## config.mk

```make
export PLATFORM = sky130hd
export DESIGN_NAME = counter_priority_scheduler_core
export DESIGN_NICKNAME = d
export VERILOG_FILES = /design/src/hw/rtl/csch_pkg.sv /design/src/hw/rtl/csch_slot_mem.sv /design/src/hw/rtl/csch_pick_unit.sv /design/src/hw/rtl/csch_ctrl.sv /design/src/hw/rtl/counter_priority_scheduler_core.sv
export SDC_FILE = /design/constraint.sdc
export NUM_CORES = 1
export LEC_CHECK = 0
export BUFFER_PORTS_ARGS = -buffer_cell sky130_fd_sc_hd__buf_2
export CELL_PAD_IN_SITES_DETAIL_PLACEMENT = 1
export CELL_PAD_IN_SITES_GLOBAL_PLACEMENT = 2
export CORE_ASPECT_RATIO = 0.9
export CORE_MARGIN = 2
export CORE_UTILIZATION = 25
export CTS_BUF_LIST = sky130_fd_sc_hd__clkbuf_2 sky130_fd_sc_hd__clkbuf_4 sky130_fd_sc_hd__clkbuf_8
export DETAILED_ROUTE_END_ITERATION = 7
export PLACE_DENSITY_LB_ADDON = 0.1
export REMOVE_ABC_BUFFERS = 1
export SLEW_MARGIN = 20
export SYNTH_ARGS = -nofsm -noshare
export SYNTH_HDL_FRONTEND = slang
export SYNTH_SLANG_ARGS = --single-unit
export TNS_END_PERCENT = 100
```

## constraint.sdc

```tcl
create_clock -name clk -period 5.55 [get_ports clk]
set_clock_uncertainty 0.1 [all_clocks]
set_input_delay 0.8325 -clock clk [delete_from_list [all_inputs] [get_ports clk]]
set_output_delay 0.8325 -clock clk [all_outputs]
set_load 0.005 [all_outputs]
```

## src/hw/rtl/csch_pkg.sv

```systemverilog
// ----------------------------------------------------------------------------
// csch_pkg
// Shared types, constants and helpers for the counter priority scheduler.
// ----------------------------------------------------------------------------
`default_nettype none

package csch_pkg;

  // default sizing
  localparam int SLOTS_DEF     = 16;
  localparam int PRIO_BITS_DEF = 7;

  // fixed field widths
  localparam int CMD_W      = 3;
  localparam int IDX_IN_W   = 4;
  localparam int STATE_W    = 2;
  localparam int PRIO_IN_W  = 7;
  localparam int PRIO_MAX_W = 15;
  localparam int CTR_W      = 8;
  localparam int DEPTH_W    = 4;
  localparam int SLOT_OUT_W = 4;
  localparam int TICK_W     = 32;

  localparam logic [DEPTH_W-1:0] DEPTH_MAX = 4'd15;
  localparam logic [CTR_W-1:0]   CTR_MAX   = 8'hFF;

  // run state codes
  localparam logic [STATE_W-1:0] RS_RUN  = 2'd0;
  localparam logic [STATE_W-1:0] RS_EXIT = 2'd1;

  // command codes
  typedef enum logic [CMD_W-1:0] {
    CMD_TICK  = 3'd0,
    CMD_YIELD = 3'd1,
    CMD_EXIT  = 3'd2,
    CMD_PDIS  = 3'd3,
    CMD_PEN   = 3'd4,
    CMD_WRITE = 3'd5
  } cmd_t;

  // sequencer to compare unit
  typedef struct packed {
    logic clear;
    logic step;
  } pick_ctl_t;

  // recharge: counter/2 + priority, saturating
  function automatic logic [CTR_W-1:0] recharge(input logic [CTR_W-1:0] ctr,
                                                input logic [PRIO_MAX_W-1:0] prio);
    logic [PRIO_MAX_W:0] sum;
    sum = (PRIO_MAX_W+1)'(ctr >> 1) + (PRIO_MAX_W+1)'(prio);
    return (sum > (PRIO_MAX_W+1)'(CTR_MAX)) ? CTR_MAX : sum[CTR_W-1:0];
  endfunction

endpackage

`default_nettype wire

```

## src/hw/rtl/csch_slot_mem.sv

```systemverilog
// ----------------------------------------------------------------------------
// csch_slot_mem
// Slot table: one write port, one registered read port. The preemption depth
// sits in its own store with its own write enable, so a slot write can leave
// it alone. Entries never written read back as their reset values.
// ----------------------------------------------------------------------------
`default_nettype none

module csch_slot_mem
  import csch_pkg::*;
#(
  parameter int SLOTS         = SLOTS_DEF,
  parameter int PRIORITY_BITS = PRIO_BITS_DEF
) (
  input  logic                     clk,
  input  logic                     rst,
  input  logic                     wr_en,
  input  logic                     wr_depth_en,
  input  logic [$clog2(SLOTS)-1:0] wr_addr,
  input  logic                     wr_valid,
  input  logic [STATE_W-1:0]       wr_state,
  input  logic [CTR_W-1:0]         wr_ctr,
  input  logic [PRIORITY_BITS-1:0] wr_prio,
  input  logic [DEPTH_W-1:0]       wr_depth,
  input  logic                     rd_en,
  input  logic [$clog2(SLOTS)-1:0] rd_addr,
  output logic                     rd_vld,
  output logic [$clog2(SLOTS)-1:0] rd_idx,
  output logic                     rd_valid,
  output logic [STATE_W-1:0]       rd_state,
  output logic [CTR_W-1:0]         rd_ctr,
  output logic [PRIORITY_BITS-1:0] rd_prio,
  output logic [DEPTH_W-1:0]       rd_depth
);

  localparam int W = 1 + STATE_W + CTR_W + PRIORITY_BITS;

  logic [W-1:0]       mem [SLOTS];
  logic [DEPTH_W-1:0] depth_mem [SLOTS];
  logic [SLOTS-1:0]   written;
  logic [SLOTS-1:0]   depth_written;
  logic [W-1:0]       rd_word;
  logic [DEPTH_W-1:0] rd_depth_word;
  logic               rd_written;
  logic               rd_depth_written;

  // storage and registered read
  always_ff @(posedge clk) begin
    if (wr_en) begin
      mem[wr_addr] <= {wr_valid, wr_state, wr_ctr, wr_prio};
    end
    if (wr_depth_en) begin
      depth_mem[wr_addr] <= wr_depth;
    end
    if (rd_en) begin
      rd_word          <= mem[rd_addr];
      rd_depth_word    <= depth_mem[rd_addr];
      rd_idx           <= rd_addr;
      rd_written       <= written[rd_addr];
      rd_depth_written <= depth_written[rd_addr];
    end
  end

  // written marks and read strobe
  always_ff @(posedge clk) begin
    if (rst) begin
      written       <= '0;
      depth_written <= '0;
      rd_vld        <= 1'b0;
    end else begin
      if (wr_en) begin
        written[wr_addr] <= 1'b1;
      end
      if (wr_depth_en) begin
        depth_written[wr_addr] <= 1'b1;
      end
      rd_vld <= rd_en;
    end
  end

  // reset view: only slot 0 valid, priority 1, rest zero
  always_comb begin
    if (rd_written) begin
      {rd_valid, rd_state, rd_ctr, rd_prio} = rd_word;
    end else begin
      rd_valid = (rd_idx == '0);
      rd_state = RS_RUN;
      rd_ctr   = '0;
      rd_prio  = PRIORITY_BITS'(1);
    end
    rd_depth = rd_depth_written ? rd_depth_word : '0;
  end

endmodule

`default_nettype wire

```

## src/hw/rtl/csch_pick_unit.sv

```systemverilog
// ----------------------------------------------------------------------------
// csch_pick_unit
// Shared compare unit: takes one slot per step and keeps the runnable slot
// with the largest counter, lowest index on ties.
// ----------------------------------------------------------------------------
`default_nettype none

module csch_pick_unit
  import csch_pkg::*;
#(
  parameter int SLOTS = SLOTS_DEF
) (
  input  logic                     clk,
  input  logic                     rst,
  input  pick_ctl_t                ctl,
  input  logic [$clog2(SLOTS)-1:0] idx,
  input  logic                     valid,
  input  logic [STATE_W-1:0]       state,
  input  logic [CTR_W-1:0]         ctr,
  output logic                     found,
  output logic [CTR_W-1:0]         best,
  output logic [$clog2(SLOTS)-1:0] sel,
  output logic [CTR_W-1:0]         ctr0
);

  logic take;

  // strictly larger wins, so the first of equal counters stays
  assign take = valid && (state == RS_RUN) && (!found || (ctr > best));

  always_ff @(posedge clk) begin
    if (rst) begin
      found <= 1'b0;
    end else if (ctl.clear) begin
      found <= 1'b0;
    end else if (ctl.step && take) begin
      found <= 1'b1;
    end
  end

  // best, winner and slot 0 counter (fallback result)
  always_ff @(posedge clk) begin
    if (ctl.step) begin
      if (take) begin
        best <= ctr;
        sel  <= idx;
      end
      if (idx == '0) begin
        ctr0 <= ctr;
      end
    end
  end

endmodule

`default_nettype wire

```

## src/hw/rtl/csch_ctrl.sv

```systemverilog
// ----------------------------------------------------------------------------
// csch_ctrl
// Sequencer: applies a command to the running slot, then, if it schedules,
// walks the slot table through the compare unit, with an optional recharge
// sweep and second walk. Holds the running slot, tick total, result register.
// ----------------------------------------------------------------------------
`default_nettype none

module csch_ctrl
  import csch_pkg::*;
#(
  parameter int SLOTS         = SLOTS_DEF,
  parameter int PRIORITY_BITS = PRIO_BITS_DEF
) (
  input  logic                     clk,
  input  logic                     rst,
  // command beat
  input  logic                     in_valid,
  output logic                     in_ready,
  input  logic [CMD_W-1:0]         cmd,
  input  logic [IDX_IN_W-1:0]      slot_index,
  input  logic                     slot_valid,
  input  logic [STATE_W-1:0]       slot_state,
  input  logic [PRIO_IN_W-1:0]     slot_priority,
  input  logic [CTR_W-1:0]         slot_counter,
  // result beat
  output logic                     out_valid,
  input  logic                     out_ready,
  output logic [SLOT_OUT_W-1:0]    current_slot,
  output logic [SLOT_OUT_W-1:0]    previous_slot,
  output logic                     switched,
  output logic                     recharged,
  output logic [TICK_W-1:0]        tick_count,
  output logic [CTR_W-1:0]         current_counter,
  // slot table
  output logic                     wr_en,
  output logic                     wr_depth_en,
  output logic [$clog2(SLOTS)-1:0] wr_addr,
  output logic                     wr_valid,
  output logic [STATE_W-1:0]       wr_state,
  output logic [CTR_W-1:0]         wr_ctr,
  output logic [PRIORITY_BITS-1:0] wr_prio,
  output logic [DEPTH_W-1:0]       wr_depth,
  output logic                     rd_en,
  output logic [$clog2(SLOTS)-1:0] rd_addr,
  input  logic                     rd_vld,
  input  logic [$clog2(SLOTS)-1:0] rd_idx,
  input  logic                     rd_valid,
  input  logic [STATE_W-1:0]       rd_state,
  input  logic [CTR_W-1:0]         rd_ctr,
  input  logic [PRIORITY_BITS-1:0] rd_prio,
  input  logic [DEPTH_W-1:0]       rd_depth,
  // compare unit
  output pick_ctl_t                pick_ctl,
  input  logic                     found,
  input  logic [CTR_W-1:0]         best,
  input  logic [$clog2(SLOTS)-1:0] sel,
  input  logic [CTR_W-1:0]         ctr0
);

  localparam int SW = $clog2(SLOTS);
  localparam logic [SW-1:0] LAST = SW'(SLOTS - 1);

  typedef enum logic [7:0] {
    ST_IDLE   = 8'b0000_0001,
    ST_APPLY  = 8'b0000_0010,
    ST_SCAN   = 8'b0000_0100,
    ST_SDRAIN = 8'b0000_1000,
    ST_DECIDE = 8'b0001_0000,
    ST_RCHG   = 8'b0010_0000,
    ST_RDRAIN = 8'b0100_0000,
    ST_FINISH = 8'b1000_0000
  } state_t;

  state_t state;

  // latched command beat
  cmd_t                 cmd_q;
  logic [IDX_IN_W-1:0]  idx_q;
  logic                 sv_q;
  logic [STATE_W-1:0]   ss_q;
  logic [PRIO_IN_W-1:0] sp_q;
  logic [CTR_W-1:0]     sc_q;

  logic [SW-1:0]        running;
  logic [SW-1:0]        prev;
  logic [TICK_W-1:0]    ticks;
  logic [SW-1:0]        scan_idx;
  logic                 second;
  logic                 rech;
  logic [CTR_W-1:0]     res_ctr;

  // command results on the running slot
  logic [CTR_W-1:0]      cur_ctr;
  logic [STATE_W-1:0]    cur_state;
  logic [DEPTH_W-1:0]    cur_depth;
  logic                  cur_wr;
  logic                  sched;
  logic                  tick_inc;
  logic                  in_range;
  logic [SW-1:0]         widx;
  logic [PRIO_MAX_W-1:0] prio_wide;
  logic [CTR_W-1:0]      apply_ctr;
  logic                  load_out;

  assign in_range  = (32'(idx_q) < SLOTS);
  assign widx      = SW'(idx_q);
  assign prio_wide = PRIO_MAX_W'(sp_q);
  assign in_ready  = (state == ST_IDLE);
  assign load_out  = (state == ST_FINISH) && (!out_valid || out_ready);

  // command decode against the running slot's entry
  always_comb begin
    cur_ctr   = rd_ctr;
    cur_state = rd_state;
    cur_depth = rd_depth;
    cur_wr    = 1'b0;
    sched     = 1'b0;
    tick_inc  = 1'b0;
    apply_ctr = rd_ctr;
    unique case (cmd_q)
      CMD_TICK: begin
        cur_ctr   = (rd_ctr == '0) ? '0 : CTR_W'(rd_ctr - 8'd1);
        cur_wr    = 1'b1;
        tick_inc  = 1'b1;
        sched     = (cur_ctr == '0) && (rd_depth == '0);
        apply_ctr = cur_ctr;
      end
      CMD_YIELD: begin
        cur_ctr   = '0;
        cur_wr    = 1'b1;
        sched     = 1'b1;
        apply_ctr = '0;
      end
      CMD_EXIT: begin
        cur_state = rd_valid ? RS_EXIT : rd_state;
        cur_ctr   = '0;
        cur_wr    = 1'b1;
        sched     = 1'b1;
        apply_ctr = '0;
      end
      CMD_PDIS: begin
        cur_depth = (rd_depth == DEPTH_MAX) ? rd_depth : DEPTH_W'(rd_depth + 4'd1);
        cur_wr    = 1'b1;
      end
      CMD_PEN: begin
        cur_depth = (rd_depth == '0) ? rd_depth : DEPTH_W'(rd_depth - 4'd1);
        cur_wr    = 1'b1;
      end
      CMD_WRITE: begin
        apply_ctr = (in_range && (widx == running)) ? sc_q : rd_ctr;
      end
      default: ;
    endcase
  end

  // slot table ports and compare unit steering
  always_comb begin
    wr_en       = 1'b0;
    wr_depth_en = 1'b0;
    wr_addr     = running;
    wr_valid    = rd_valid;
    wr_state    = cur_state;
    wr_ctr      = cur_ctr;
    wr_prio     = rd_prio;
    wr_depth    = cur_depth;
    rd_en       = 1'b0;
    rd_addr     = running;
    pick_ctl    = '0;
    unique case (state)
      ST_IDLE: begin
        rd_en = in_valid;
      end
      ST_APPLY: begin
        if (cmd_q == CMD_WRITE) begin
          // any slot; its depth store is left untouched
          wr_en    = in_range;
          wr_addr  = widx;
          wr_valid = sv_q;
          wr_state = ss_q;
          wr_ctr   = sc_q;
          wr_prio  = prio_wide[PRIORITY_BITS-1:0];
        end else begin
          wr_en       = cur_wr;
          wr_depth_en = cur_wr;
        end
        pick_ctl.clear = sched;
      end
      ST_SCAN: begin
        rd_en         = 1'b1;
        rd_addr       = scan_idx;
        pick_ctl.step = rd_vld;
      end
      ST_SDRAIN: begin
        pick_ctl.step = rd_vld;
      end
      ST_RCHG, ST_RDRAIN: begin
        rd_en    = (state == ST_RCHG);
        rd_addr  = scan_idx;
        wr_en    = rd_vld && rd_valid;
        wr_addr  = rd_idx;
        wr_state = rd_state;
        wr_ctr   = recharge(rd_ctr, PRIO_MAX_W'(rd_prio));
        wr_depth = rd_depth;
        pick_ctl.clear = (state == ST_RDRAIN);
      end
      default: ;
    endcase
  end

  // sequencer and architectural registers
  always_ff @(posedge clk) begin
    if (rst) begin
      state     <= ST_IDLE;
      running   <= '0;
      ticks     <= '0;
      second    <= 1'b0;
      rech      <= 1'b0;
      out_valid <= 1'b0;
    end else begin
      if (load_out) begin
        out_valid <= 1'b1;
      end else if (out_ready) begin
        out_valid <= 1'b0;
      end
      unique case (state)
        ST_IDLE: begin
          if (in_valid) begin
            second <= 1'b0;
            rech   <= 1'b0;
            state  <= ST_APPLY;
          end
        end
        ST_APPLY: begin
          if (tick_inc) begin
            ticks <= ticks + 32'd1;
          end
          state <= sched ? ST_SCAN : ST_FINISH;
        end
        ST_SCAN: begin
          if (scan_idx == LAST) begin
            state <= ST_SDRAIN;
          end
        end
        ST_SDRAIN: begin
          state <= ST_DECIDE;
        end
        ST_DECIDE: begin
          if (!second && found && (best == '0)) begin
            second <= 1'b1;
            rech   <= 1'b1;
            state  <= ST_RCHG;
          end else begin
            running <= found ? sel : '0;
            state   <= ST_FINISH;
          end
        end
        ST_RCHG: begin
          if (scan_idx == LAST) begin
            state <= ST_RDRAIN;
          end
        end
        ST_RDRAIN: begin
          state <= ST_SCAN;
        end
        ST_FINISH: begin
          if (load_out) begin
            state <= ST_IDLE;
          end
        end
        default: state <= ST_IDLE;
      endcase
    end
  end

  // payload registers
  always_ff @(posedge clk) begin
    if (state == ST_IDLE && in_valid) begin
      cmd_q <= cmd_t'(cmd);
      idx_q <= slot_index;
      sv_q  <= slot_valid;
      ss_q  <= slot_state;
      sp_q  <= slot_priority;
      sc_q  <= slot_counter;
      prev  <= running;
    end
    // scan index: reset at the start of each sweep, else walk forward
    if (state == ST_APPLY || state == ST_DECIDE || state == ST_RDRAIN) begin
      scan_idx <= '0;
    end else if (state == ST_SCAN || state == ST_RCHG) begin
      scan_idx <= SW'(scan_idx + 1'b1);
    end
    if (state == ST_APPLY) begin
      res_ctr <= apply_ctr;
    end else if (state == ST_DECIDE) begin
      res_ctr <= found ? best : ctr0;
    end
    if (load_out) begin
      current_slot    <= SLOT_OUT_W'(running);
      previous_slot   <= SLOT_OUT_W'(prev);
      switched        <= (running != prev);
      recharged       <= rech;
      tick_count      <= ticks;
      current_counter <= res_ctr;
    end
  end

endmodule

`default_nettype wire

```

## src/hw/rtl/counter_priority_scheduler_core.sv

```systemverilog
// ----------------------------------------------------------------------------
// counter_priority_scheduler_core
// Time-slice task scheduler over a table of process slots, stream ports.
// ----------------------------------------------------------------------------
// One command beat in, one result beat out. The block works on one command
// at a time: s_tready is high only while it is idle. Commands that do not
// schedule (preempt disable/enable, slot write, spare codes, a tick that
// leaves the slice running) go from accept through the apply and finish
// states to the result register. A scheduling pass walks the slot table
// through the single read port of the slot memory, one slot per cycle;
// when every runnable counter is zero a recharge sweep and a second walk
// follow. The next command is accepted the cycle after the result is
// registered; the result register lets it wait on m_tready without
// stalling the input. No clearing pass after reset.
// ----------------------------------------------------------------------------
`default_nettype none

module counter_priority_scheduler_core
  import csch_pkg::*;
#(
  parameter int SLOTS         = SLOTS_DEF,
  parameter int PRIORITY_BITS = PRIO_BITS_DEF
) (
  input  logic        clk,
  input  logic        rst,
  input  logic        s_tvalid,
  output logic        s_tready,
  // slot_index[3:0], slot_valid[4], slot_state[6:5], slot_priority[13:7],
  // slot_counter[21:14], zero fill [23:22]
  input  logic [23:0] s_tdata,
  // cmd[2:0]
  input  logic [2:0]  s_tuser,
  output logic        m_tvalid,
  input  logic        m_tready,
  // current_slot[3:0], previous_slot[7:4], switched[8], recharged[9],
  // tick_count[41:10], current_counter[49:42], zero fill [55:50]
  output logic [55:0] m_tdata
);

  localparam int SW = $clog2(SLOTS);

  logic                     wr_en;
  logic                     wr_depth_en;
  logic [SW-1:0]            wr_addr;
  logic                     wr_valid;
  logic [STATE_W-1:0]       wr_state;
  logic [CTR_W-1:0]         wr_ctr;
  logic [PRIORITY_BITS-1:0] wr_prio;
  logic [DEPTH_W-1:0]       wr_depth;
  logic                     rd_en;
  logic [SW-1:0]            rd_addr;
  logic                     rd_vld;
  logic [SW-1:0]            rd_idx;
  logic                     rd_valid;
  logic [STATE_W-1:0]       rd_state;
  logic [CTR_W-1:0]         rd_ctr;
  logic [PRIORITY_BITS-1:0] rd_prio;
  logic [DEPTH_W-1:0]       rd_depth;

  pick_ctl_t                pick_ctl;
  logic                     found;
  logic [CTR_W-1:0]         best;
  logic [SW-1:0]            sel;
  logic [CTR_W-1:0]         ctr0;

  logic [SLOT_OUT_W-1:0]    current_slot;
  logic [SLOT_OUT_W-1:0]    previous_slot;
  logic                     switched;
  logic                     recharged;
  logic [TICK_W-1:0]        tick_count;
  logic [CTR_W-1:0]         current_counter;

  // result beat packing
  assign m_tdata = {6'd0, current_counter, tick_count, recharged, switched,
                    previous_slot, current_slot};

  csch_ctrl #(
    .SLOTS         (SLOTS),
    .PRIORITY_BITS (PRIORITY_BITS)
  ) u_ctrl (
    .clk             (clk),
    .rst             (rst),
    .in_valid        (s_tvalid),
    .in_ready        (s_tready),
    .cmd             (s_tuser),
    .slot_index      (s_tdata[3:0]),
    .slot_valid      (s_tdata[4]),
    .slot_state      (s_tdata[6:5]),
    .slot_priority   (s_tdata[13:7]),
    .slot_counter    (s_tdata[21:14]),
    .out_valid       (m_tvalid),
    .out_ready       (m_tready),
    .current_slot    (current_slot),
    .previous_slot   (previous_slot),
    .switched        (switched),
    .recharged       (recharged),
    .tick_count      (tick_count),
    .current_counter (current_counter),
    .wr_en           (wr_en),
    .wr_depth_en     (wr_depth_en),
    .wr_addr         (wr_addr),
    .wr_valid        (wr_valid),
    .wr_state        (wr_state),
    .wr_ctr          (wr_ctr),
    .wr_prio         (wr_prio),
    .wr_depth        (wr_depth),
    .rd_en           (rd_en),
    .rd_addr         (rd_addr),
    .rd_vld          (rd_vld),
    .rd_idx          (rd_idx),
    .rd_valid        (rd_valid),
    .rd_state        (rd_state),
    .rd_ctr          (rd_ctr),
    .rd_prio         (rd_prio),
    .rd_depth        (rd_depth),
    .pick_ctl        (pick_ctl),
    .found           (found),
    .best            (best),
    .sel             (sel),
    .ctr0            (ctr0)
  );

  csch_slot_mem #(
    .SLOTS         (SLOTS),
    .PRIORITY_BITS (PRIORITY_BITS)
  ) u_mem (
    .clk         (clk),
    .rst         (rst),
    .wr_en       (wr_en),
    .wr_depth_en (wr_depth_en),
    .wr_addr     (wr_addr),
    .wr_valid    (wr_valid),
    .wr_state    (wr_state),
    .wr_ctr      (wr_ctr),
    .wr_prio     (wr_prio),
    .wr_depth    (wr_depth),
    .rd_en       (rd_en),
    .rd_addr     (rd_addr),
    .rd_vld      (rd_vld),
    .rd_idx      (rd_idx),
    .rd_valid    (rd_valid),
    .rd_state    (rd_state),
    .rd_ctr      (rd_ctr),
    .rd_prio     (rd_prio),
    .rd_depth    (rd_depth)
  );

  csch_pick_unit #(
    .SLOTS (SLOTS)
  ) u_pick (
    .clk   (clk),
    .rst   (rst),
    .ctl   (pick_ctl),
    .idx   (rd_idx),
    .valid (rd_valid),
    .state (rd_state),
    .ctr   (rd_ctr),
    .found (found),
    .best  (best),
    .sel   (sel),
    .ctr0  (ctr0)
  );

endmodule

`default_nettype wire

```

# --- Word-level counts from Yosys, hierarchy flattened ---
# Memory sizes are Yosys's and may differ from the RTL's. A register that Yosys moved wholly into a read port is not among the register bits.
# Index checks and enable logic that the tools add are counted.
op_classes:
  mux: 63
  n_eq_ne: 22
  bitwise: 3
  n_lt_le_gt_ge: 5
  n_div: 0
  n_reduce_logical: 40
  add_sub_neg: 6
  mul: 0
  shifts: 0
op_table:
  columns: ["op", "count"]
  rows:
  - ["2-to-1 mux 8 bit", 14]
  - ["case mux 8 bit (8 select lines)", 1]
  - ["adder 32 x 1 -> 32 bit, second input constant", 1]
  - ["bitwise OR 16 bit", 2]
  - ["case mux 8 bit (2 select lines)", 2]
  - ["2-to-1 mux 4 bit", 7]
  - ["zero test 8 bit", 3]
  - ["case mux 8 bit (3 select lines)", 1]
  - ["2-to-1 mux 7 bit", 3]
  - ["2-to-1 mux 1 bit", 20]
  - ["> comparator 16 x 8 -> 1 bit, second input constant", 1]
  - ["case mux 4 bit (2 select lines)", 2]
  - ["logical AND 1 bit", 10]
  - ["less-than comparator 4 x 5 -> 1 bit, second input constant", 2]
  - ["adder 4 x 1 -> 4 bit, second input constant", 2]
  - ["adder 7 x 7 -> 8 bit", 1]
  - ["binary-select mux 1 bit (select 4 bit)", 2]
  - ["== test 4 bit, second input constant", 2]
  - ["== test 8 x 1 -> 1 bit, second input constant", 1]
  - ["== test 8 x 2 -> 1 bit, second input constant", 1]
  - ["== test 8 x 3 -> 1 bit, second input constant", 1]
  - ["== test 8 x 4 -> 1 bit, second input constant", 1]
  - ["== test 8 x 5 -> 1 bit, second input constant", 1]
  - ["== test 8 x 6 -> 1 bit, second input constant", 1]
  - ["other kinds (31)", 57]
word_totals:
  word_cells: 171
  ramBits: 352
  rom_bits: 0
  mem_count: 2
  latch_bits: 0
  inputBits: 31
  register_bits: 197
mem_list:
  columns: ["memory", "depth", "word_bits", "rd", "rd_ports_with_merged_regs", "wr", "line", "source"]
  rows:
  - ["u_mem.mem", 16, 18, 1, 1, 1, "csch_slot_mem.sv:38", "logic [W-1:0] mem [SLOTS];"]
  - ["u_mem.depth_mem", 16, 4, 1, 1, 1, "csch_slot_mem.sv:39", "logic [DEPTH_W-1:0] depth_mem [SLOTS];"]

# --- Logic depth before layout (Yosys ltp) ---
# Gate-level depths: netlist (run 1).
logic_depth:
  word_depth: 8
  ltp_mapped: 14

# --- Hierarchy ---
# Synthesis (run 1) repeated with hierarchy kept, for this count alone.
hier_totals:
  cells_unflattened: 1454
  area_unflattened_um2: 23152.2
modules_own_cells:
  columns: ["module", "instances", "area_per_inst_um2", "cells_each"]
  rows:
  - ["csch_slot_mem", 1, 15671.3, 780]
  - ["csch_ctrl", 1, 6516.2, 607]
  - ["csch_pick_unit", 1, 900.9, 58]
  - ["counter_priority_scheduler_core", 1, 63.8, 9]

# --- Least setup slack after synthesis (run 1) ---
# OpenSTA, ideal clock, no wires.
synth_path:
  path_kind: "reg2reg"
  start: "register u_ctrl.state[5]"
  end: "register u_ctrl.current_counter[0], enable pin"
  n_path_buf: 2
  stages_incl_launch_ff: 7
  setup_slack_ps: 1485
  period_less_slack_ps: 4065
  arrival_ps: 3502
  setup_time_ps: 463
  cell_sequence: "dfxtp_1 buf_6 or3_1 buf_2 nor4_1 nand3b_1 nor2b_1"
synth_between:
  elab_chain_cells: 2
synth_rtl:
  columns: ["element", "line", "source"]
  rows:
  - ["from (decl)", "csch_ctrl.sv:75", "state_t state;"]
  - ["from (signal assigned)", "csch_ctrl.sv:238", "state <= sched ? ST_SCAN : ST_FINISH;"]
  - ["== test 8 bit", "csch_ctrl.sv:110", "assign load_out = (state == ST_FINISH) && (!out_valid || out_ready);"]
  - ["logical AND 1 bit", "csch_ctrl.sv:110", null]
  - ["net u_ctrl.load_out", "csch_ctrl.sv:104", "logic load_out;"]
  - ["to (signal assigned)", "csch_ctrl.sv:304", "current_counter <= res_ctr;"]
  - ["to (decl)", "csch_ctrl.sv:34", "output logic [CTR_W-1:0] current_counter,"]
# The timed path passes the listed nets, and every way through them passes these cells.
# A chain may end at the register's enable or synchronous reset.

# --- Final worst setup path (run 1) ---
layout_path:
  start: "register u_ctrl.state[7]"
  end: "register u_mem.rd_depth_word[1] (read register of u_mem.depth_mem), data pin"
layout_between:
  elab_chain_cells: 3
  word_cells_on_any_way: 8
  classes_between: "4 x eq/ne; 2 x mux; 2 x reduce/logical"
layout_rtl:
  columns: ["element", "line", "source"]
  rows:
  - ["== test 8 x 6 -> 1 bit, or another cell as far along", "csch_ctrl.sv:170, csch_ctrl.sv:198", null]
  - ["OR reduction 2 bit or OR reduction 3 bit (tied branches)", null, null]
  - ["case mux 1 bit (3 select lines) or 2-to-1 mux 4 bit (tied branches)", "csch_ctrl.sv:170", "unique case (state)"]
  - ["to (decl)", "csch_slot_mem.sv:43", "logic [DEPTH_W-1:0] rd_depth_word;"]
# Several ways; a longest one is shown, not always the timed one.

==> results.md, run 1 <==
- H-tree depth: 3
- Asr flop ratio synth: 0
- Filler Cells Inserted: between 9000 and 10000
- Leading area contributor after synthesis: edfxtp_1
- Yosys Warn Count: 0
- Simple-gate share of the synthesized area: 0.08039
- Library cells used by synthesis: slightly below 80
- Netlist Area Pre-Place: 0.02310 mm2
- P_sw: ~2.1 mW
- CP peak stage delay: ~0.58 ns
- CP max FO: between 40 and 50
- Main combinational cell family by area after synthesis: multiplexers
- Worst-Skew Late Latency: around 0.72 ns
- Top cell type's share of synthesized area: 0.6332
- Worst r2r src: u_ctrl.state[7]
- Starting Density: 0.2529
- Root buf cell: clkbuf_8
- Design area: approximately 0.027 mm2
- Post-CTS Hold Buffers: 0
- Mean routed wirelength per cell: approximately 23 um
- Min Hold Slack: 0.1854 ns
- Sequential fraction of the synthesis area: 0.7060
- Final setup fails: 0
- Cell-internal power: between 6 and 7 mW
- Post-CTS setup buffer count: 0
- Layout cells sized above 1: 0.2595
- Vias per std cell: 4.518
- CTS Sinks: between 500 and 600
- Worst path slowest cell: mux2_8
- Top FF cell, synth: edfxtp_1
- Xor/xnor share of the synthesized area: 0.02010
- Crit-path leading delay family: multiplexers
- Yosys reg bits: 571
- Crit Path Class: reg -> reg
- Post-synthesis mux area share: 0.1001
- Site row count: 105
- Synth top area cells: edfxtp_1 63%, mux4_2 9.4%, dfxtp_1 7.3%, nor2_1 2.2%, a22oi_1 1.8%
- Starting DRT DRC Count: roughly 730
- Reg2Reg Depth: 8
- DPL Wire Length: slightly above 40000 um
- Outcome: finished, final reports clean
- DRC: 0
- CP Launch Point: u_ctrl.state[7]
- Clock power share: 0.428
- Switching Fraction: 0.2343
- CTS tree: done
- Placed cell areas: 0.02519 mm2
- Slew at the pin closest to its max-slew limit: approximately 1 ns
- Compound-Gate Fraction of Synth Area: 0.06300
- CTS resizes: 0
- Min-delay worst type: in -> reg
- Crit path DAT: 4.09 ns
- RSZ-0062 raised after global routing: false
- Worst setup EP type: flip-flop
- Synthesized instance count: 1447
- Die width: about 320 um
- Final hold viol count: 0
- Max_slew headroom: 0.3289
- Min Tclk post-route: 3.782 ns
- Fraction of the mapped netlist area in adder cells: 0.01105
- Crit path depth: 8
- Total Wirelength: ~67000 um
- R2R Setup Slk: 1.77 ns
- Die area: around 0.095 mm2
- Crit-path cells: nor3_2 > nand2_1 > nor3_4 > mux2_8 > buf_4 > mux4_2 > a22oi_1 > nand2_1
- Placeable Area: roughly 0.091 mm2
- Last element of the critical path: u_mem.rd_depth_word[1]
- Antenna Nets Post-Route: 0
- WP buf/inv: 1
- Max-cap violations: 0
- Vias in the first global route: between 10000 and 15000
- Maximum root-to-sink buffer count: 3
- Total GRT Usage: 0.1422
- PwrDens: between 300 and 400 mW/mm2
- Clk slew on worst S/H paths: 0.06 ns
- First drt pass iteration count: 4
- Maximum resistive drop on vdd: around 0.17 mV
- Post-synth EDFFs: around 500
- Synth-to-Final Area Change: 17.80%
- Crit-path most repeated cell: nand2_1
- Critical Path RT: 5.86 ns
- Comb power frac: 0.039
- Die height: about 290 um
- Largest net degree at the start of global routing: 44
- TritonCTS buffer count: between 100 and 150
- Flop pwr share: 0.533
- Post-synth top cells: 487 x edfxtp_1, 133 x nor2_1, 96 x mux4_2
- Vias: about 13000
- Global route overflow: 0
- First-pass GRT wire length: 99370 um
- Routability congestion estimate: 0.7304
- Antenna violations before repair: 2
- I/O pins: a little under 90
- Fmax: around 0.26 GHz
- Port bufs: 80
- Fin nets: approximately 1700
- Post-route setup TNS: 0 ns
- Most frequent cell after synthesis: edfxtp_1
- Leakage: 8.948 nW
- Synth Area per Inst: 15.96 um2
- Worst Setup Start Kind: flip-flop
- Reg-to-Reg End: u_mem.rd_depth_word[1]
- Final-report max-slew violation count: 0
- Post-route clock period utilization: 0.6814
[logic make-up (layout without fill, tap and decap cells)]
logic type,Yosys count,count (layout)
buf+inv,97,337
mux,110,110
compound gates,217,217
fa+ha+maj,21,21
other cells,1,8
flops,571,571
xor+xnor,53,53
simple gates,377,377
[final cells by class]
| cell class | count | area, um2 | area share |
|---|---|---|---|
| Sequential cell | 571 | 16310 | 0.5993 |
| Multi-Input combinational cell | 784 | 6480 | 0.2382 |
| Clock buffer | 141 | 1740 | 0.06397 |
| Tap cell | 1230 | 1539 | 0.05657 |
| Timing Repair Buffer | 133 | 818.3 | 0.03008 |
| Clock inverter | 39 | 227.7 | 0.008370 |
| Inverter | 24 | 90.09 | 0.003311 |
| Antenna cell | 2 | 5.005 | 0.0001840 |
[layer usage]
layer  routed length, um  track usage  up-vias  share of wire
li1                    -            -     5989              -
met1               31480       0.1888     6898           0.47
met2               32220       0.2366      226           0.48
met3                2293      0.02689       97          0.034
met4                1318      0.04061        0          0.020
met5                   0            0        -              0
[worst min-delay path by stage]
stage	from	end	slack, ns	depth (start not counted)
2_1_floorplan	u_ctrl.res_ctr[0]	u_ctrl.current_counter[0]	0.30	0
3_3_place_gp	u_ctrl.res_ctr[3]	u_ctrl.current_counter[3]	0.30	0
3_5_place_dp	u_ctrl.res_ctr[2]	u_ctrl.current_counter[2]	0.31	0
4_1_cts	s_tdata[13]	u_ctrl.sp_q[6]	0.09	1
5_1_grt	s_tdata[10]	u_ctrl.sp_q[3]	0.12	1
6_report	s_tdata[13]	u_ctrl.sp_q[6]	0.19	1
[stage by stage]
step                  util  total power, mW  std cells  setup slack [ns]
floorplan                -            5.039       1379             1.086
global placement    0.2759            5.226       2741             1.595
detailed placement  0.2759            5.234       2741             1.558
CTS                 0.2974            9.157       2921             1.517
global route        0.2979            9.362       2923             1.376
finish              0.2980            8.975       2924             1.768
[layout by cell type (no fill, tap or decap), types with 5 or more instances in the layout]
| master | count |
|---|---|
| and3_1 | 6 |
| buf_2 | 80 |
| nor3_1 | 6 |
| nor2_1 | 121 |
| mux2_2 | 5 |
| buf_4 | 52 |
| nand2_1 | 93 |
| a221oi_1 | 6 |
| mux4_2 | 96 |
| nor3_2 | 9 |
| nand4_1 | 12 |
| clkbuf_4 | 32 |
| clkbuf_8 | 109 |
| nor4b_1 | 5 |
| edfxtp_1 | 487 |
| a21oi_1 | 65 |
| mux2i_1 | 7 |
| dfxtp_1 | 84 |
| o21ai_0 | 25 |
| a31oi_1 | 8 |
| xor2_1 | 33 |
| clkinv_1 | 23 |
| xnor2_1 | 19 |
| or4_1 | 5 |
| nor2_2 | 13 |
| or3_1 | 8 |
| ha_1 | 18 |
| a22oi_1 | 56 |
| clkinv_2 | 9 |
| a211oi_1 | 7 |
| and2_1 | 15 |
| conb_1 | 6 |
| nor2b_1 | 13 |
| nand3_1 | 31 |
| o21ba_1 | 9 |
| inv_1 | 23 |
| nand2b_1 | 6 |
[state kept, by name, summed over array words and instances (netlist names), 16 cells and up]
register / count
u_mem.mem: 288
u_mem.depth_written: 16
u_ctrl.ticks: 32
u_mem.written: 16
u_mem.depth_mem: 64
u_ctrl.tick_count: 32
u_mem.rd_word: 18
[power by group through the flow]
stage	combinational, mW	clock, mW	sequential [mW]
after floorplan	0.188	0	4.85
after global placement	0.352	0	4.87
after detailed placement	0.360	0	4.87
after CTS	0.362	4.01	4.79
after global routing	0.394	4.18	4.79
final	0.349	3.84	4.78
No activity file was read; power rests on OpenSTA's default activity.
==> run 2, diff against run 1 <==
- ABC_AREA: default -> 1
- clock period: 5.55 -> 3.6 ns (I/O delays scaled with it)
==> run 2 against run 1 <==
  * Combinational power is 100% higher
  * Synthesized cell count rose by 86%
  * Clock-buffer cell count grew 12
  * Sequential cell count unchanged
  * Non-clock buffer count rose by 56
  * Highest routed layer unchanged
==> results.md, run 2 <==
- Die height: 309.1 um (+5.7%)
- Synth Area per Inst: 9.608 um2 (-40%)
- Crit Path Class: reg -> reg
- First drt pass iteration count: 5 (+1)
- Final non-filler cell total: 4324 (+48%)
- Reg-to-Reg End: u_mem.mem[0][13]
- Vias in the first global route: 19635 (+37%)
- Post-CTS Hold Buffers: 26 (+26)
- Post-CTS setup buffer count: 0 (unchanged)
- Hold depth: 2 (+1)
- Placed cells: 4106 (+50%)
- Min-delay worst type: in -> reg
- PwrDens: 466.3 mW/mm2 (+41%)
- Vias: 18865 (+43%)
- Largest net degree at the start of global routing: 67 (+52%)
- Most frequent cell after synthesis: nand2_1
- Placeable Area: 0.1022 mm2 (+12%)
- Met2 Wirelength: 39440 um (+22%)
- Worst Setup Start Kind: flip-flop
- Maximum root-to-sink buffer count: 3 (unchanged)
- Yosys reg bits: 571 (unchanged)
- Routability congestion estimate: 0.7658 (+4.8%)
- Root buf cell: clkbuf_8
- Max reg flops: 288 (unchanged)
- Port bufs: 80 (unchanged)
- Final setup fails: 0 (unchanged)
- Max-cap violations: 0 (unchanged)
- CTS Sinks: 571 (unchanged)
- CP Launch Point: u_mem.rd_written
- I/O pins: 89 (unchanged)
- Outcome: finished, final reports clean
- Global route overflow: 0 (unchanged)
- Vias per std cell: 4.363 (-3.4%)
- Total Wirelength: 86530 um (+29%)
- Synth-to-Final Area Change: 18.39%
- Metal-1 WL: 41670 um (+32%)
- Final-report max-slew violation count: 0 (unchanged)
- Post-route clock period utilization: 0.9072 (+0.2259)
- Layout cells sized above 1: 0.1281 (-0.1313)
- Post-synth EDFFs: 487 (unchanged)
- Main combinational cell family by area after synthesis: simple AND/OR/NAND/NOR gates
- Compound-Gate Fraction of Synth Area: 0.04060 (-0.02240)
- Worst r2r src: u_mem.rd_written
- Library cells used by synthesis: 51 (-35%)
- Starting Density: 0.2529 (about the same)
- TritonCTS buffer count: 105 (+1.9%)
- Die area: 0.1060 mm2 (+12%)
- DRC: 0 (unchanged)
- Met3 WL: 3063 um (+34%)
- Simple-gate share of the synthesized area: 0.2097 (+0.1293)
- Power, Total: 14.27 mW (+59%)
- Slew at the pin closest to its max-slew limit: 0.9174 ns (-0.07532 ns)
- Multi-input logic area: 0.007015 mm2 (+8.3%)
- Yosys Warn Count: 0 (unchanged)
- Fmax: 0.3062 GHz (+16%)
- Fraction of the mapped netlist area in adder cells: 0.008711 (-0.002341)
- Post-synth top cells: 661 x nand2_1, 529 x inv_1, 487 x edfxtp_1
- Filler Cells Inserted: 11715 (+22%)
- Worst setup EP type: flip-flop
- Leading area contributor after synthesis: edfxtp_1
- Post-synthesis mux area share: 0 (-0.1001)
- Crit path DAT: 3.66 ns (-0.43 ns)
- Largest reg by FF count: u_mem.mem
- Placement Setup Slack: 0.3278 ns (-1.230 ns)
- Die width: 343.0 um (+5.7%)
- CTS tree: done
- First-pass GRT wire length: 127900 um (+29%)
- Clk slew on worst S/H paths: 0.06 ns (about the same)
- Worst-Skew Late Latency: 0.77 ns (+0.05 ns)
- Starting DRT DRC Count: 927 (+27%)
- Synthesized instance count: 2691 (+86%)
- DPL Wire Length: 53890 um (+30%)
- Total GRT Usage: 0.1641 (+0.02188)
- Synth top area cells: edfxtp_1 57%, nand2_1 9.6%, nand3_1 8.0%, inv_1 7.7%, dfxtp_1 6.5%
- Most frequent cells in the layout: 658 x nand2_1, 528 x inv_1, 487 x edfxtp_1
- Antenna violations before repair: 5 (+3)
- R2R Setup Slk: 0.33 ns (-1.43 ns)
- Mean routed wirelength per cell: 20.01 um (-13%)
- Fin nets: 2932 (+76%)
- CTS resizes: 0 (unchanged)
- Antenna Nets Post-Route: 0 (unchanged)
- Xor/xnor share of the synthesized area: 0.009485 (-0.01061)
- Min-delay src: rst
- Final worst slack: 0.3339 ns (-1.434 ns)
- Asr flop ratio synth: 0 (unchanged)
- Site row count: 111 (+5.7%)
- RSZ-0062 raised after global routing: false
- Netlist Area Pre-Place: 0.02585 mm2 (+12%)
- Worst Hold Path EP: u_pick.found
- Final hold viol count: 0 (unchanged)
- Uppermost layer routed: met4
- CP max FO: 16 (-62%)
- Max_slew headroom: 0.3875 (+0.05864)
- Sequential fraction of the synthesis area: 0.6307 (-0.07534)
- Maximum resistive drop on vdd: 0.2184 mV (+29%)
- Regs by FF count: u_mem.mem: 288 flops, u_mem.depth_mem: 64 flops
- H-tree depth: 3 (unchanged)
- Top FF cell, synth: edfxtp_1
- Critical Path RT: 3.99 ns (-1.87 ns)
- Post-route setup TNS: 0 ns (unchanged)
- Reg2Reg Depth: 15 (+7)
- Most common cell after layout, fill and taps aside: nand2_1
- Top cell type's share of synthesized area: 0.5656 (-0.06757)
- Min Tclk post-route: 3.266 ns (-0.5155 ns)
- Leakage: 12.93 nW (+44%)
- FF+latch area: 0.01631 mm2 (unchanged)
## run 2: cell count changes in the layout (fill, tap and decap cells not counted), moves of 15 or more
cell	change
nand3_1	+383
nor2_1	-39
clkbuf_4	+15
buf_12	+17
dlygate4sd3_1	+26
inv_1	+505
a21oi_1	+31
o21ai_0	+17
xor2_1	-16
nand2_1	+565
mux4_2	-96
a22oi_1	-54
## run 2: layout make-up
class                           count  area share
Clock inverter                     37    0.008094
Tap cell                         1356     0.05543
Sequential cell                   571      0.5327
Timing Repair Buffer              189     0.04889
Inverter                          541     0.06634
Antenna cell                        2   0.0001635
Multi-Input combinational cell   1475      0.2292
Clock buffer                      153     0.05919
## run 2: worst max path at each step
stage,end,slack [ns],depth (start not counted)
floorplan,u_mem.rd_depth_written,-1.07,12
global placement,u_mem.mem[5][13],0.39,15
detailed placement,u_mem.mem[5][13],0.33,15
CTS,u_mem.mem[7][13],0.30,15
global route,u_mem.mem[12][12],0.02,12
finish,u_mem.mem[0][13],0.33,15
## run 2: metrics by stage
| step | utilization | hold slack [ns] | cell area [um2] |
|---|---|---|---|
| 2_1_floorplan | - | 0.3003 | 25300 |
| 3_3_place_gp | 0.2767 | 0.3014 | 28280 |
| 3_5_place_dp | 0.2767 | 0.3052 | 28280 |
| 4_1_cts | 0.2994 | 0.02179 | 30600 |
| 5_1_grt | 0.2995 | 0.07326 | 30610 |
| 6_report | 0.2995 | 0.1126 | 30610 |
## run 2: kinds of logic (layout without fill, tap and decap cells)
kind of cell | count (synthesis) | count (layout)
AND/OR/NAND/NOR | 1241 | 1241
buffers and inverters | 650 | 920
flip-flops | 571 | 571
AO/OA/AOI/OAI | 182 | 182
XOR/XNOR | 28 | 28
adder cells (fa/ha/maj) | 18 | 18
other | 1 | 8
## run 2: critical path: stages (launching register included)
cell and delay [ns]:
edfxtp_1 0.69, inv_1 0.18, nor2_1 0.39, inv_1 0.11
ha_1 0.22, ha_1 0.18, inv_1 0.07, nand2_1 0.05
nand2_1 0.09, nand3_1 0.11, nand3_1 0.11, nand2_1 0.06
a21oi_1 0.17, xor2_1 0.15, o21ai_0 0.09, buf_4 0.21
## run 2: report_power, final
group / switching, mW / internal (mW)
Combinational: 0.515 / 0.186
Clock: 2.82 / 3.36
Sequential: 0.0567 / 7.33
## run 2: per-layer routing
| metal | track usage | up-vias |
|---|---|---|
| li1 | - | 9159 |
| met1 | 0.2244 | 9280 |
| met2 | 0.2652 | 286 |
| met3 | 0.02821 | 140 |
| met4 | 0.04875 | 0 |
| met5 | 0 | - |
